===== src/rtl/m4te_pkg.sv =====
package m4te_pkg;

  localparam int FracBits = 16;
  localparam int DataW    = 32;
  localparam int ProdW    = 2 * DataW;
  localparam int SumW     = ProdW - FracBits + 2;

  typedef enum logic [2:0] {
    OP_WR_CUR  = 3'd0,
    OP_WR_STG  = 3'd1,
    OP_XFORM   = 3'd2,
    OP_CONCAT  = 3'd3,
    OP_TRANSP  = 3'd4
  } op_t;

  typedef enum logic [2:0] {
    ST_INIT,
    ST_IDLE,
    ST_XFORM,
    ST_CONCAT,
    ST_COPY,
    ST_TRANSP
  } state_t;

  // reset value of element i of the identity matrix
  function automatic logic [DataW-1:0] ident_elem(input logic [3:0] idx);
    logic [DataW-1:0] one;
    one = DataW'(1) << FracBits;
    return (idx[3:2] == idx[1:0]) ? one : '0;
  endfunction

  // saturate a wide signed sum to 32 bits
  function automatic logic [DataW-1:0] sat32(input logic signed [SumW-1:0] s);
    logic signed [SumW-1:0] hi;
    logic signed [SumW-1:0] lo;
    hi = SumW'(signed'({1'b0, {(DataW-1){1'b1}}}));
    lo = -hi - SumW'(1);
    if (s > hi) return {1'b0, {(DataW-1){1'b1}}};
    if (s < lo) return {1'b1, {(DataW-1){1'b0}}};
    return s[DataW-1:0];
  endfunction

endpackage


===== src/rtl/m4te_mat_ram.sv =====
module m4te_mat_ram (
  input  logic                        clk,
  input  logic                        we,
  input  logic [1:0]                  wrow,
  input  logic [3:0]                  wmask,
  input  logic [m4te_pkg::DataW-1:0]  wdata [4],
  input  logic [1:0]                  rrow,
  output logic [m4te_pkg::DataW-1:0]  rdata_r [4]
);

  logic [4*m4te_pkg::DataW-1:0] mem [4];

  // row wide memory with per element write enables
  always_ff @(posedge clk) begin
    for (int i = 0; i < 4; i++) begin
      if (we && wmask[i]) begin
        mem[wrow][i*m4te_pkg::DataW +: m4te_pkg::DataW] <= wdata[i];
      end
    end
    for (int i = 0; i < 4; i++) begin
      rdata_r[i] <= mem[rrow][i*m4te_pkg::DataW +: m4te_pkg::DataW];
    end
  end

endmodule


===== config.mk =====
export PLATFORM = sky130hd
export DESIGN_NAME = m4te_mat_ram
export DESIGN_NICKNAME = d
export VERILOG_FILES = /design/src/rtl/m4te_pkg.sv /design/src/rtl/m4te_mat_ram.sv
export SDC_FILE = /design/constraint.sdc
export NUM_CORES = 1
export LEC_CHECK = 0
export BUFFER_PORTS_ARGS = -buffer_cell sky130_fd_sc_hd__buf_4
export CAP_MARGIN = 20
export CORE_MARGIN = 3
export CORE_UTILIZATION = 40
export CTS_CLUSTER_DIAMETER = 80
export DETAILED_ROUTE_END_ITERATION = 8
export PLACE_DENSITY = 0.66
export SLEW_MARGIN = 20
export SYNTH_ARGS = -nofsm -noshare
export SYNTH_HDL_FRONTEND = slang
export SYNTH_SLANG_ARGS = --single-unit

===== constraint.sdc =====
create_clock -name clk -period 8.9 [get_ports clk]
set_input_delay 1.335 -clock clk [delete_from_list [all_inputs] [get_ports clk]]
set_output_delay 1.335 -clock clk [all_outputs]
set_load 0.005 [all_outputs]

==> key figures <==
GRT
  – GRT overflow: 0
  – GR Util All Layers: 14.0%
  – Antenna violations before repair: 5
  – Number of global-route vias before repair: 9726
  – Largest net degree at the start of global routing: 83
  – First-pass GRT wire length: 59.4 mm

Synthesis
  – Post-Syn Area: 0.0213 mm^2
  – Post-synthesis xor/xnor area fraction: 0%
  – Mean Syn Cell Area: 26.1 um^2
  – Post-Synth Adder-Cell Area: 0%
  – Simple-gate share of the synthesized area: 0.728%
  – Mapped Nets: 953
  – Post-synthesis mux area share: 13.5%
  – Post-synthesis cell count: 815
  – Register area share after synthesis: 84.2%
  – Largest family of logic cells by synthesized area: multiplexers
  – #FFs+latches synth: 640
  – Compound-Gate Fraction of Synth Area: 0%
  – Ys Warns: 0
  – Unique masters post-synth: 10

Clocking
  – Clk sink count: 640
  – CTS root buf: clkbuf_16
  – Htree depth: 3
  – Clock latency on the worst-skew pair: 0.57 ns
  – Post-CTS setup buffers: 0
  – CTS tree: built
  – Clock Tree Buf Depth: 3
  – CTS clk-pin slew, worst paths: 0.06 ns
  – TritonCTS Buffers: 66
  – CTS resizes: 0
  – Hold Buf Count CTS: 0

Placed design
  – Port bufs: 265
  – DP Worst Slack: 5.38 ns
  – Post-DP HPWL: 22.7 mm
  – # placed instances: 1740
  – Routability congestion estimate: 0.677

Floorplanning
  – Starting Density: 40.9%
  – I/O pin count: 266
  – Core area: 0.0520 mm^2
  – Chip width: 237 um
  – FP Rows: 83
  – Die height: 237 um
  – DIE AREA: 0.0561 mm^2

Route
  – Per-cell routed wire length: 21.0 um
  – DRC: 0
  – DRT iter0 DRCs: 605
  – Antenna viol nets, final: 0
  – Post-DR vias/cell: 4.90
  – Total number of vias: 9126
  – Final wirelength: 39.2 mm
  – TritonRoute pass-1 iters: 4

Pwr
  – Sw Pwr: 0.00125 W
  – Clk network pwr share: 42.7%
  – Max VDD drop: 0.144 mV
  – Combinational Power Share: 4.7%
  – PD cells: 246 mW/mm^2
  – Leakage: 9.06 nW
  – Sw Share: 19.4%
  – Reg power frac: 52.6%
  – Internal power: 0.00520 W

Timing
  – Setup TNS: 0 ns
  – Period utilization: 31.7%
  – Fmax: 354 MHz
  – Slew HR: 35.3%
  – Worst Tran Pin Value: 0.971 ns
  – RSZ-0062 raised after global routing: false
  – Final Max Slew Viols: 0
  – Final setup vio count: 0
  – PnR worst setup slack: 6.08 ns
  – Fin crit period: 2.82 ns
  – Fin. Hold Viols: 0
  – Hold WS: 0.543 ns
  – Worst Skew: 0.0116 ns

Critical path
  – CP Launch Type: input pin
  – Critical Path Fanout Max: 49
  – WS Path Type: input pin to register
  – Worst setup EP type: register
  – Worst EP arrival: 3.26 ns
  – Crit path required time: 9.34 ns

Job
  – Max-cap viol count: 0

Cells and area
  – Nets: 1266
  – Layout cells sized above 1: 43.8%
  – Synth-to-Final Area Change: 23.0%
  – Post-layout util: 50.3%
  – Fin cells: 1863
  – Fillers: 4101

Worst hold path
  – Min-delay worst type: register to register

Outcome
  – Outcome: complete, no violations
==> worst max-delay path: stages <==
cell	delay (ns)
buf_8	0.46
buf_4	0.76
mux4_2	0.60
==> power by group through the flow <==
stage | Sequential, W | Combinational [W] | Clock [W]
2_1_floorplan | 0.00345 | 0.000132 | 0
3_3_place_gp | 0.00346 | 0.000306 | 0
3_5_place_dp | 0.00346 | 0.000313 | 0
4_1_cts | 0.00340 | 0.000314 | 0.00284
5_1_grt | 0.00340 | 0.000330 | 0.00296
6_report | 0.00340 | 0.000303 | 0.00275
==> layout by cell type (no fill, tap or decap) <==
cell | synthesis | routed
and4b_2 | 0 | 6
bufinv_16 | 0 | 6
nor4bb_4 | 0 | 4
clkinv_4 | 0 | 2
and4_1 | 4 | 1
clkbuf_8 | 0 | 6
inv_6 | 0 | 3
clkinvlp_4 | 0 | 4
and4_2 | 0 | 3
dfxtp_1 | 128 | 128
clkbuf_16 | 0 | 70
clkinv_1 | 0 | 4
edfxtp_1 | 512 | 512
clkbuf_1 | 4 | 16
diode_2 | 0 | 4
mux4_2 | 128 | 128
clkinv_2 | 0 | 8
buf_8 | 0 | 1
buf_6 | 4 | 1
buf_4 | 0 | 274
and4b_1 | 8 | 2
==> sequential cells by signal, indices dropped and copies added, names as in the netlist <==
signal / flops
mem: 512
rdata_r: 128
==> path summary, 6_finish.rpt <==
check / endpoint / cells past startpoint / slack [ns] / start
hold reg to reg: rdata_r[68]$_DFF_P_ / 1 / 0.54 / mem[2][36]$_DFFE_PP_
setup reg to reg: rdata_r[21]$_DFF_P_ / 1 / 7.90 / mem[3][117]$_DFFE_PP_
hold / removal: rdata_r[68]$_DFF_P_ / 1 / 0.54 / mem[2][36]$_DFFE_PP_
setup / recovery: rdata_r[117]$_DFF_P_ / 3 / 6.08 / rrow[0]
==> per-stage QoR <==
| step | power, W | area, um^2 |
|---|---|---|
| floorplan | 0.00358 | 21300 |
| global placement | 0.00376 | 24000 |
| detailed placement | 0.00377 | 24000 |
| CTS | 0.00655 | 26200 |
| global route | 0.00669 | 26200 |
| finish | 0.00645 | 26200 |
==> area by class of cell <==
type / count / area [um^2] / area share, %
diodes: 4 / 10.0 / 0.0382
multi-input cells: 144 / 3110 / 11.9
flip-flops and latches: 640 / 17900 / 68.5
well taps: 680 / 851 / 3.25
clock buffers: 92 / 1890 / 7.23
clock inverters: 27 / 309 / 1.18
repair buffers: 276 / 2080 / 7.95
==> cell families after synthesis <==
group                  count (synthesis)
multiplexers                         128
flip-flops                           640
AND/OR/NAND/NOR                       16
buffers and inverters                 31
==> per-layer routing <==
| metal | vias to the layer above | GRT usage [%] | wire length [um] |
|---|---|---|---|
| met1 | 4723 | 18.2 | 16200 |
| met2 | 278 | 22.2 | 19200 |
| met3 | 79 | 4.65 | 2680 |
| met5 | - | 0 | 24 |
| met4 | 4 | 4.97 | 1120 |
| li1 | 4042 | - | - |
==> synthesized netlist by cell type, drive strengths merged <==
library cell,number,area [um^2]
and4,4,35.0
buf,27,310
mux4,128,2880
dfxtp,128,2560
clkbuf,4,15.0
and4b,8,80.1
nor4bb,4,40.0
edfxtp,512,15400
Power figures use the tool's default switching activity.
